<file path="config.mk">
export PLATFORM = sky130hd
export DESIGN_NAME = triangular_block_mask_raster_top_flat
export DESIGN_NICKNAME = d
export VERILOG_FILES = /design/src/design/tbmr_pkg.sv /design/src/design/tbmr_in_if.sv /design/src/design/tbmr_out_if.sv /design/src/design/triangular_block_mask_raster_top.sv /design/src/design/tbmr_div.sv /design/src/design/tbmr_dp.sv /design/src/design/tbmr_ctrl.sv /design/src/flat_wrapper.sv
export SDC_FILE = /design/constraint.sdc
export NUM_CORES = 1
export LEC_CHECK = 0
export BUFFER_PORTS_ARGS = -buffer_cell sky130_fd_sc_hd__buf_2
export CAP_MARGIN = 20
export CORE_MARGIN = 5
export CORE_UTILIZATION = 45
export CTS_BUF_LIST = sky130_fd_sc_hd__clkbuf_8
export CTS_CLUSTER_SIZE = 30
export DETAILED_ROUTE_END_ITERATION = 16
export GPL_TIMING_DRIVEN = 0
export HOLD_SLACK_MARGIN = 0.08
export MAX_ROUTING_LAYER = met4
export SKIP_LAST_GASP = 1
export SLEW_MARGIN = 25
export SYNTH_ARGS = -nofsm -noshare
export SYNTH_HDL_FRONTEND = slang
export SYNTH_SLANG_ARGS = --single-unit
</file>
<file path="constraint.sdc">
create_clock -name clk_i -period 24.5 [get_ports clk_i]
set_input_delay 3.675 -clock clk_i [delete_from_list [all_inputs] [get_ports clk_i]]
set_output_delay 3.675 -clock clk_i [all_outputs]
set_load 0.005 [all_outputs]
</file>
<file path="src/design/tbmr_pkg.sv">
package tbmr_pkg;

  // Default geometry of the screen and the largest triangle that is stored.
  localparam int unsigned SCREEN_WIDTH_DEF  = 608;
  localparam int unsigned SCREEN_HEIGHT_DEF = 684;
  localparam int unsigned MAX_GRID_DEF      = 32;

  // Fixed field widths and the grid size after reset.
  localparam int unsigned CFG_W     = 6;
  localparam int unsigned CFG_RESET = 8;
  localparam int unsigned COORD_W   = 10;
  localparam int unsigned INDEX_W   = 10;

  typedef enum logic {
    OP_WRITE = 1'b0,
    OP_QUERY = 1'b1
  } op_e;

  // Commands from the controller to the datapath.
  typedef struct packed {
    logic clr_step;
    logic capture;
    logic wr_commit;
    logic index_en;
    logic read_en;
    logic out_load;
  } cmd_t;

  // Status from the datapath to the controller.
  typedef struct packed {
    logic clr_last;
    logic div_done;
  } sts_t;

endpackage

</file>
<file path="src/design/tbmr_in_if.sv">
interface tbmr_in_if;
  import tbmr_pkg::*;

  logic               valid;
  logic               ready;
  logic               operation;
  logic [INDEX_W-1:0] block_index;
  logic               bit_value;
  logic [COORD_W-1:0] pixel_x;
  logic [COORD_W-1:0] pixel_y;

  modport source (
    output valid, operation, block_index, bit_value, pixel_x, pixel_y,
    input  ready
  );

  modport sink (
    input  valid, operation, block_index, bit_value, pixel_x, pixel_y,
    output ready
  );

endinterface

</file>
<file path="src/design/tbmr_out_if.sv">
interface tbmr_out_if;

  logic valid;
  logic ready;
  logic pixel_on;

  modport source (
    output valid, pixel_on,
    input  ready
  );

  modport sink (
    input  valid, pixel_on,
    output ready
  );

endinterface

</file>
<file path="src/design/triangular_block_mask_raster_top.sv">
// Channel   Direction  Handshake         Payload
// req_i     in         valid / ready     operation, block_index, bit_value, pixel_x, pixel_y
// rsp_o     out        valid / ready     pixel_on
// cfg       in         cfg_we_i          cfg_data_i (grid size, 6 bits)
//
// A write item occupies the block for the capture and the commit. A query item occupies it for
// the capture, ten steps of the two restoring dividers that find the block column
// and row, a state in which the controller sees both dividers finish, the index
// multiply, the bit memory read and the load of the output register, which waits while an
// earlier result is still stalled there.
// After reset the bit memory is cleared one entry a cycle, all MAX_GRID*(MAX_GRID+1)/2
// entries (528 by default), with req_i.ready low; configuration writes are taken throughout.
// A result waiting in the output register does not stop the next input transfer.
module triangular_block_mask_raster_top import tbmr_pkg::*; #(
  parameter int unsigned SCREEN_WIDTH  = SCREEN_WIDTH_DEF,
  parameter int unsigned SCREEN_HEIGHT = SCREEN_HEIGHT_DEF,
  parameter int unsigned MAX_GRID      = MAX_GRID_DEF
) (
  input  logic             clk_i,
  input  logic             rst_ni,
  input  logic             cfg_we_i,
  input  logic [CFG_W-1:0] cfg_data_i,
  tbmr_in_if.sink          req_i,
  tbmr_out_if.source       rsp_o
);

  cmd_t cmd;
  sts_t sts;
  logic in_ready;
  logic out_valid;
  logic pixel_on;

  // The controller sequences each item; it sees only the handshakes, the operation and the status.
  tbmr_ctrl u_ctrl (
    .clk_i       (clk_i),
    .rst_ni      (rst_ni),
    .in_valid_i  (req_i.valid),
    .in_op_i     (req_i.operation),
    .out_ready_i (rsp_o.ready),
    .sts_i       (sts),
    .in_ready_o  (in_ready),
    .out_valid_o (out_valid),
    .cmd_o       (cmd)
  );

  // The datapath holds the grid size registers, the dividers, the index logic and
  // the block bit memory.
  tbmr_dp #(
    .SCREEN_WIDTH  (SCREEN_WIDTH),
    .SCREEN_HEIGHT (SCREEN_HEIGHT),
    .MAX_GRID      (MAX_GRID)
  ) u_dp (
    .clk_i         (clk_i),
    .rst_ni        (rst_ni),
    .cfg_we_i      (cfg_we_i),
    .cfg_data_i    (cfg_data_i),
    .cmd_i         (cmd),
    .sts_o         (sts),
    .block_index_i (req_i.block_index),
    .bit_value_i   (req_i.bit_value),
    .pixel_x_i     (req_i.pixel_x),
    .pixel_y_i     (req_i.pixel_y),
    .pixel_on_o    (pixel_on)
  );

  assign req_i.ready    = in_ready;
  assign rsp_o.valid    = out_valid;
  assign rsp_o.pixel_on = pixel_on;

endmodule

</file>
<file path="src/design/tbmr_div.sv">
module tbmr_div #(
  parameter int unsigned NUM_W = 10,
  parameter int unsigned DEN_W = 10
) (
  input  logic             clk_i,
  input  logic             rst_ni,
  input  logic             start_i,
  input  logic [NUM_W-1:0] num_i,
  input  logic [DEN_W-1:0] den_i,
  output logic [NUM_W-1:0] quo_o,
  output logic             done_o
);

  localparam int unsigned CntW = $clog2(NUM_W + 1);

  logic [CntW-1:0]  cnt_q;
  logic [NUM_W-1:0] quo_q;
  logic [DEN_W-1:0] rem_q;
  logic [DEN_W:0]   shifted;
  logic [DEN_W:0]   trial;
  logic             ge;

  // One restoring step: bring down the next dividend bit and try the subtraction.
  always_comb begin
    shifted = {rem_q, quo_q[NUM_W-1]};
    trial   = shifted - {1'b0, den_i};
    ge      = ~trial[DEN_W];
  end

  always_ff @(posedge clk_i or negedge rst_ni) begin
    if (!rst_ni) begin
      cnt_q <= '0;
    end else if (start_i) begin
      cnt_q <= CntW'(NUM_W);
    end else if (cnt_q != '0) begin
      cnt_q <= cnt_q - CntW'(1);
    end
  end

  always_ff @(posedge clk_i) begin
    if (start_i) begin
      quo_q <= num_i;
      rem_q <= '0;
    end else if (cnt_q != '0) begin
      quo_q <= {quo_q[NUM_W-2:0], ge};
      rem_q <= ge ? trial[DEN_W-1:0] : shifted[DEN_W-1:0];
    end
  end

  assign quo_o  = quo_q;
  assign done_o = (cnt_q == '0);

endmodule

</file>
<file path="src/design/tbmr_dp.sv">
module tbmr_dp import tbmr_pkg::*; #(
  parameter int unsigned SCREEN_WIDTH  = SCREEN_WIDTH_DEF,
  parameter int unsigned SCREEN_HEIGHT = SCREEN_HEIGHT_DEF,
  parameter int unsigned MAX_GRID      = MAX_GRID_DEF
) (
  input  logic               clk_i,
  input  logic               rst_ni,
  input  logic               cfg_we_i,
  input  logic [CFG_W-1:0]   cfg_data_i,
  input  cmd_t               cmd_i,
  output sts_t               sts_o,
  input  logic [INDEX_W-1:0] block_index_i,
  input  logic               bit_value_i,
  input  logic [COORD_W-1:0] pixel_x_i,
  input  logic [COORD_W-1:0] pixel_y_i,
  output logic               pixel_on_o
);

  localparam int unsigned StoreDepth = MAX_GRID * (MAX_GRID + 1) / 2;
  localparam int unsigned AW   = (StoreDepth > 1) ? $clog2(StoreDepth) : 1;
  localparam int unsigned MW   = $clog2(MAX_GRID + 1);
  localparam int unsigned TW   = $clog2(StoreDepth + 1);
  localparam int unsigned CW   = (TW > INDEX_W) ? TW : INDEX_W;
  localparam int unsigned WW   = $clog2(SCREEN_WIDTH + 1);
  localparam int unsigned HW   = $clog2(SCREEN_HEIGHT + 1);
  localparam int unsigned PW   = 2 * MW + 1;
  localparam int unsigned SW   = COORD_W + 1;
  localparam int unsigned MRst = (CFG_RESET > MAX_GRID) ? MAX_GRID : CFG_RESET;
  localparam int unsigned WRst = SCREEN_WIDTH / (MRst + 1);
  localparam int unsigned HRst = SCREEN_HEIGHT / (MRst + 1);
  localparam int unsigned TRst = MRst * (MRst + 1) / 2;

  // Block sizes and triangle sizes for every grid size, worked out at elaboration.
  logic [WW-1:0] wtab [0:MAX_GRID];
  logic [HW-1:0] htab [0:MAX_GRID];
  logic [TW-1:0] ttab [0:MAX_GRID];

  for (genvar g = 0; g <= MAX_GRID; g++) begin : g_tab
    localparam int unsigned WG = SCREEN_WIDTH / (g + 1);
    localparam int unsigned HG = SCREEN_HEIGHT / (g + 1);
    localparam int unsigned TG = g * (g + 1) / 2;
    assign wtab[g] = WW'(WG);
    assign htab[g] = HW'(HG);
    assign ttab[g] = TW'(TG);
  end

  logic [MW-1:0]      m_q, m_d;
  logic [WW-1:0]      width_q;
  logic [HW-1:0]      height_q;
  logic [TW-1:0]      total_q;
  logic [AW-1:0]      clr_q;
  logic [INDEX_W-1:0] wr_idx_q;
  logic               wr_bit_q;
  logic               wr_ok;
  logic [COORD_W-1:0] col, row;
  logic               done_x, done_y;
  logic [SW-1:0]      row_ext, sum, m_ext;
  logic               hit_d, hit_q;
  logic [MW-1:0]      r_s;
  logic [MW:0]        two_m1;
  logic [PW-1:0]      prod;
  logic [AW-1:0]      idx_d, idx_q;
  logic               bit_q;
  logic               pixel_q;
  logic               mem_we;
  logic [AW-1:0]      mem_wa;
  logic               mem_wd;
  logic               bits_mem [0:StoreDepth-1];

  // Grid sizes above the stored maximum act as the maximum.
  always_comb begin
    if (int'(cfg_data_i) > MAX_GRID) begin
      m_d = MW'(MAX_GRID);
    end else begin
      m_d = MW'(cfg_data_i);
    end
  end

  always_ff @(posedge clk_i or negedge rst_ni) begin
    if (!rst_ni) begin
      m_q      <= MW'(MRst);
      width_q  <= WW'(WRst);
      height_q <= HW'(HRst);
      total_q  <= TW'(TRst);
    end else if (cfg_we_i) begin
      m_q      <= m_d;
      width_q  <= wtab[m_d];
      height_q <= htab[m_d];
      total_q  <= ttab[m_d];
    end
  end

  always_ff @(posedge clk_i or negedge rst_ni) begin
    if (!rst_ni) begin
      clr_q <= '0;
    end else if (cmd_i.clr_step) begin
      clr_q <= clr_q + AW'(1);
    end
  end

  always_ff @(posedge clk_i) begin
    if (cmd_i.capture) begin
      wr_idx_q <= block_index_i;
      wr_bit_q <= bit_value_i;
    end
  end

  tbmr_div #(
    .NUM_W (COORD_W),
    .DEN_W (WW)
  ) u_div_x (
    .clk_i   (clk_i),
    .rst_ni  (rst_ni),
    .start_i (cmd_i.capture),
    .num_i   (pixel_x_i),
    .den_i   (width_q),
    .quo_o   (col),
    .done_o  (done_x)
  );

  tbmr_div #(
    .NUM_W (COORD_W),
    .DEN_W (HW)
  ) u_div_y (
    .clk_i   (clk_i),
    .rst_ni  (rst_ni),
    .start_i (cmd_i.capture),
    .num_i   (pixel_y_i),
    .den_i   (height_q),
    .quo_o   (row),
    .done_o  (done_y)
  );

  // Row r starts at r*m - r(r-1)/2, which equals r*(2m+1-r)/2.
  always_comb begin
    row_ext = SW'(row);
    sum     = SW'(col) + SW'(row);
    m_ext   = SW'(m_q);
    hit_d   = (width_q != '0) && (height_q != '0) && (row_ext < m_ext) && (sum < m_ext);
    r_s     = MW'(row);
    two_m1  = {m_q, 1'b1};
    prod    = PW'(r_s) * PW'(two_m1 - (MW + 1)'(r_s));
    idx_d   = AW'(prod >> 1) + AW'(col);
  end

  always_ff @(posedge clk_i) begin
    if (cmd_i.index_en) begin
      idx_q <= idx_d;
      hit_q <= hit_d;
    end
  end

  assign wr_ok  = CW'(wr_idx_q) < CW'(total_q);
  assign mem_we = cmd_i.clr_step | (cmd_i.wr_commit & wr_ok);
  assign mem_wa = cmd_i.clr_step ? clr_q : AW'(wr_idx_q);
  assign mem_wd = cmd_i.clr_step ? 1'b0 : wr_bit_q;

  always_ff @(posedge clk_i) begin
    if (mem_we) begin
      bits_mem[mem_wa] <= mem_wd;
    end
  end

  always_ff @(posedge clk_i) begin
    if (cmd_i.read_en) begin
      bit_q <= hit_q & bits_mem[idx_q];
    end
  end

  always_ff @(posedge clk_i) begin
    if (cmd_i.out_load) begin
      pixel_q <= bit_q;
    end
  end

  assign sts_o.clr_last = (clr_q == AW'(StoreDepth - 1));
  assign sts_o.div_done = done_x & done_y;
  assign pixel_on_o     = pixel_q;

endmodule

</file>
<file path="src/design/tbmr_ctrl.sv">
module tbmr_ctrl import tbmr_pkg::*; (
  input  logic clk_i,
  input  logic rst_ni,
  input  logic in_valid_i,
  input  logic in_op_i,
  input  logic out_ready_i,
  input  sts_t sts_i,
  output logic in_ready_o,
  output logic out_valid_o,
  output cmd_t cmd_o
);

  typedef enum logic [6:0] {
    ST_CLEAR = 7'b0000001,
    ST_IDLE  = 7'b0000010,
    ST_WRITE = 7'b0000100,
    ST_DIV   = 7'b0001000,
    ST_INDEX = 7'b0010000,
    ST_READ  = 7'b0100000,
    ST_SEND  = 7'b1000000
  } state_e;

  state_e state_q, state_d;
  logic   out_valid_q, out_valid_d;
  logic   accept;

  assign in_ready_o = (state_q == ST_IDLE);
  assign accept     = in_valid_i & in_ready_o;

  always_comb begin
    state_d = state_q;
    cmd_o   = '0;
    unique case (state_q)
      ST_CLEAR: begin
        cmd_o.clr_step = 1'b1;
        if (sts_i.clr_last) begin
          state_d = ST_IDLE;
        end
      end
      ST_IDLE: begin
        if (accept) begin
          cmd_o.capture = 1'b1;
          state_d = (in_op_i == OP_QUERY) ? ST_DIV : ST_WRITE;
        end
      end
      ST_WRITE: begin
        cmd_o.wr_commit = 1'b1;
        state_d = ST_IDLE;
      end
      ST_DIV: begin
        if (sts_i.div_done) begin
          state_d = ST_INDEX;
        end
      end
      ST_INDEX: begin
        cmd_o.index_en = 1'b1;
        state_d = ST_READ;
      end
      ST_READ: begin
        cmd_o.read_en = 1'b1;
        state_d = ST_SEND;
      end
      ST_SEND: begin
        if (!out_valid_q || out_ready_i) begin
          cmd_o.out_load = 1'b1;
          state_d = ST_IDLE;
        end
      end
      default: begin
        state_d = ST_IDLE;
      end
    endcase
  end

  always_comb begin
    out_valid_d = out_valid_q;
    if (cmd_o.out_load) begin
      out_valid_d = 1'b1;
    end else if (out_ready_i) begin
      out_valid_d = 1'b0;
    end
  end

  always_ff @(posedge clk_i or negedge rst_ni) begin
    if (!rst_ni) begin
      state_q     <= ST_CLEAR;
      out_valid_q <= 1'b0;
    end else begin
      state_q     <= state_d;
      out_valid_q <= out_valid_d;
    end
  end

  assign out_valid_o = out_valid_q;

endmodule

</file>
<file path="src/flat_wrapper.sv">
// flat-port wrapper written by rule: the top's interface ports become plain ports
module triangular_block_mask_raster_top_flat import tbmr_pkg::*;
#(
  parameter int unsigned SCREEN_WIDTH  = SCREEN_WIDTH_DEF,
  parameter int unsigned SCREEN_HEIGHT = SCREEN_HEIGHT_DEF,
  parameter int unsigned MAX_GRID      = MAX_GRID_DEF
)
  (clk_i, rst_ni, cfg_we_i, cfg_data_i, req_i_valid, req_i_operation, req_i_block_index, req_i_bit_value, req_i_pixel_x, req_i_pixel_y, req_i_ready, rsp_o_valid, rsp_o_pixel_on, rsp_o_ready);
  tbmr_in_if req_i_i ();
  tbmr_out_if rsp_o_i ();
  input  logic clk_i;
  input  logic rst_ni;
  input  logic cfg_we_i;
  input  logic [CFG_W-1:0] cfg_data_i;
  input wire logic [$bits(req_i_i.valid)-1:0] req_i_valid;
  input wire logic [$bits(req_i_i.operation)-1:0] req_i_operation;
  input wire logic [$bits(req_i_i.block_index)-1:0] req_i_block_index;
  input wire logic [$bits(req_i_i.bit_value)-1:0] req_i_bit_value;
  input wire logic [$bits(req_i_i.pixel_x)-1:0] req_i_pixel_x;
  input wire logic [$bits(req_i_i.pixel_y)-1:0] req_i_pixel_y;
  output wire logic [$bits(req_i_i.ready)-1:0] req_i_ready;
  output wire logic [$bits(rsp_o_i.valid)-1:0] rsp_o_valid;
  output wire logic [$bits(rsp_o_i.pixel_on)-1:0] rsp_o_pixel_on;
  input wire logic [$bits(rsp_o_i.ready)-1:0] rsp_o_ready;
  assign req_i_i.valid = req_i_valid;
  assign req_i_i.operation = req_i_operation;
  assign req_i_i.block_index = req_i_block_index;
  assign req_i_i.bit_value = req_i_bit_value;
  assign req_i_i.pixel_x = req_i_pixel_x;
  assign req_i_i.pixel_y = req_i_pixel_y;
  assign req_i_ready = req_i_i.ready;
  assign rsp_o_valid = rsp_o_i.valid;
  assign rsp_o_pixel_on = rsp_o_i.pixel_on;
  assign rsp_o_i.ready = rsp_o_ready;
  triangular_block_mask_raster_top #(.SCREEN_WIDTH(SCREEN_WIDTH), .SCREEN_HEIGHT(SCREEN_HEIGHT), .MAX_GRID(MAX_GRID)) u_core (.clk_i(clk_i), .rst_ni(rst_ni), .cfg_we_i(cfg_we_i), .cfg_data_i(cfg_data_i), .req_i(req_i_i), .rsp_o(rsp_o_i));
endmodule
</file>
==> impl_metrics.csv <==
group,metric,value,unit
outcome,status,"completed",
synthesis,synthFlopType,"edfxtp_1",
worst_setup_path,path_max_fanout,8,
floorplanning,die_w,282,um
synthesis,synth_cell_types,77,
synthesis,synthArstFlopShare,8.93,%
floorplanning,core_area,73100,um2
place,pre_cts_slack,17.64,ns
clocking,clockBufferDepth,3,
sta,slew_violations,0,
routing,post_drt_wl_per_cell,25.6,um
synthesis,syn_area_per_cell,12.0,um2
clocking,cts_tree,"yes",
global_routing,grt_max_degree,89,
clocking,clkTransAtPathRegs,0.07,ns
sta,skew,0.0524,ns
synthesis,synth_top_family_by_area,"simple AND/OR/NAND/NOR gates",
floorplanning,die_area,79300,um2
power,peakVddDrop,0.274,mV
worst_setup_path,critPathKind,"reg2reg",
synthesis,yosysWarningCount,0,
synthesis,yosysSeqAreaShare,58.0,%
place,dp_hpwl,69800,um
synthesis,synth_edf_count,572,
synthesis,netlist.area_leader.share,51.7,%
final_layout,nFillCells,6529,
routing,via_per_inst,5.92,
final_layout,layout-drive-gt1-share,13.3,%
sta,finalHoldViolations,0,
global_routing,busiest_layer,"met2",
worst_setup_path,crit_top_cell,"fa_1",
synthesis,synth_most_common_cell,"nor2_1",
power,power_density,141,nW/um2
global_routing,grt.overflow.total,0,
synthesis,yosysTopAreaCell,"edfxtp_1",
clocking,cts_sinks,661,
clocking,cts-hold-fix-buffers,0,
routing,wirelength,102000,um
floorplanning,dieHeight,282,um
worst_setup_path,crit_arrival,7.42,ns
power,p_leak,0.0125,uW
worst_setup_path,cp.required,25.09,ns
clocking,cts.htree.levels,3,
sta,period_share,27.9,%
sta,period_needed,6.83,ns
sta,setup_viol,0,
synthesis,synth_adder_area_share,5.49,%
worst_setup_path,start_kind,"flop",
synthesis,synthSimpleGateAreaFrac,14.3,%
floorplanning,io_pins,46,
synthesis,synth_area_leaders,"edfxtp_1 52%, mux4_2 8.1%, nor2_1 7.1%",
routing,dr_total_vias,23500,
synthesis,synth_seq_cells,661,
sta,tns,0,ns
routing,dr.pass1.iters,6,
worst_hold_path,hp-class,"reg2reg",
final_layout,layout.nets,3106,
global_routing,antenna_found_initial,1,
routing,drt_iter0_markers,2854,
sta,timing.slew.headroom,19.9,%
clocking,ctsResizeCount,0,
clocking,postCtsSetupBuffers,0,
sta,worst_slew_pin_slew,1.20,ns
global_routing,grt_use_met1,33.3,%
global_routing,grt_use_met2,42.8,%
global_routing,grt_pass1_wl,150000,um
sta,grt_setup_unrepaired,"no",
floorplanning,initial_utilization,45.4,%
run,maxCapViolCount,0,
place,port_buffers,41,
global_routing,grt_use_met3,4.96,%
clocking,cts-root-buf,"clkbuf_8",
synthesis,synth_xor_area_share,1.57,%
worst_setup_path,cp_slowest_cell,"edfxtp_1",
worst_setup_path,max_stage_delay,0.57,ns
synthesis,synthesis.nets,2945,
clocking,numCtsBuffers,109,
global_routing,grt_usage,26.3,%
synthesis,synth_common_cells,"628 x nor2_1, 572 x edfxtp_1, 268 x nand2_1, 120 x mux4_2, 115 x clkbuf_1",
floorplanning,std_cell_rows,99,
sta,fmax,146,MHz
synthesis,synth_mux_area_share,10.8,%
synthesis,synth_cells,2773,
final_layout,area_growth,10.8,%
synthesis,netlist_area,33200,um2
routing,ant_nets,0,
routing,drc_errors,0,
global_routing,grt_pass1_vias,23600,
sta,setup_ws,17.67,ns
place,routabilityCongestion,0.908,
clocking,clk_latency,0.74,ns
worst_setup_path,end_kind,"flop",
synthesis,synth-compound-area-share,6.41,%
cells by family after synthesis:
group / count (synthesis)
flip-flops: 661
XOR/XNOR: 58
AO/OA/AOI/OAI: 325
adder cells (fa/ha/maj): 129
buffers and inverters: 276
multiplexers: 206
AND/OR/NAND/NOR: 1117
other: 1
routing by layer:
layer / wire, um / vias to the layer above / share of wire, %
met5: 0 / - / 0
met4: 4200 / 0 / 4.1
met1: 39600 / 11800 / 39
met3: 8980 / 225 / 8.8
met2: 49100 / 1112 / 48
li1: - / 10400 / -
sequential cells by signal (all words and copies together), names as in the netlist, 4 cells and up, named ones only:
register	count
u_core.u_dp.height_q	9
u_core.u_dp.u_div_x.cnt_q	4
u_core.u_dp.u_div_y.cnt_q	4
u_core.u_dp.u_div_y.quo_o	10
u_core.u_dp.width_q	9
u_core.u_ctrl.state_q	7
u_core.u_dp.m_q	5
u_core.u_dp.u_div_y.rem_q	10
u_core.u_dp.idx_q	10
u_core.u_dp.bits_mem	528
u_core.u_dp.u_div_x.quo_o	10
u_core.u_dp.u_div_x.rem_q	10
u_core.u_dp.clr_q	10
u_core.u_dp.total_q	10
u_core.u_dp.wr_idx_q	10
report_power, final:
part           leakage, uW  total (uW)  switching (uW)  internal, uW
clock network      0.00112         885             444           441
logic              0.00520        2760            1600          1160
registers          0.00617        1530            74.6          1460
worst max-delay path, delay by kind of cell, from the launching register on:
family | cells | cell delay [ns]
adders and majority gates | 7 | 3.04
AOI/OAI and AO/OA | 5 | 0.93
xor gates and xnor gates | 3 | 0.93
and+or+nand+nor | 6 | 0.61
DFF | 1 | 0.57
buffers and inverters | 3 | 0.35
muxes | 1 | 0.28
layout make-up:
type	count	area, um2	area share [%]
sequential	661	19300	52.4
multi-input combinational	1836	12900	34.9
clock buffer	115	1580	4.30
tap	959	1200	3.26
buffer	164	721	1.96
inverter	112	420	1.14
timing repair buffer	50	395	1.07
clock inverter	72	343	0.932
antenna	5	12.5	0.0340
metrics by stage:
step / instance area [um2] / hold slack, ns / total power (uW) / util [%] / instances
after CTS: 36800 / 0.439 / 5200 / 50.3 / 3969
after global routing: 36800 / 0.453 / 5570 / 50.3 / 3974
after floorplan: 33200 / 0.400 / 3600 / - / 2773
after global placement: 34600 / 0.422 / 4290 / 47.4 / 3773
final: 36800 / 0.443 / 5180 / 50.3 / 3974
after detailed placement: 34800 / 0.423 / 4300 / 47.7 / 3782
worst paths after layout:
path | cells after the start | endpoint | from | slack [ns]
max | 25 | flop | u_core.u_dp.u_div_y.quo_o[2] | 17.67
min | 0 | u_core.u_dp.pixel_on_o | u_core.u_dp.bit_q | 0.44
max reg2reg | 25 | flop | u_core.u_dp.u_div_y.quo_o[2] | 17.67
min reg2reg | 0 | u_core.u_dp.pixel_on_o | u_core.u_dp.bit_q | 0.44
max in group asynchronous | 1 | u_core.u_dp.m_q[0] | rst_ni | 20.90
min in group asynchronous | 1 | u_core.u_dp.height_q[4] | rst_ni | 3.05
cell usage in the layout (no fill, tap or decap), types with 21 or more instances in the layout:
cell type | netlist | final
edfxtp_1 | 572 | 572
nor2_1 | 628 | 621
o21ai_0 | 73 | 73
dfrtp_1 | 49 | 49
o22ai_1 | 22 | 22
nor3_1 | 46 | 42
ha_1 | 101 | 101
buf_2 | 32 | 72
dfxtp_1 | 30 | 30
inv_1 | 110 | 148
a21oi_1 | 71 | 71
fa_1 | 28 | 28
and2_1 | 27 | 26
nand3_1 | 23 | 23
a22oi_1 | 21 | 21
nor2b_1 | 28 | 26
clkinv_1 | 1 | 22
nand2_1 | 268 | 268
clkbuf_8 | 0 | 115
clkbuf_1 | 115 | 108
mux2i_1 | 67 | 67
mux4_2 | 120 | 120
a211oi_1 | 30 | 30
xnor2_1 | 45 | 45
(Power assumes the default switching activity.)
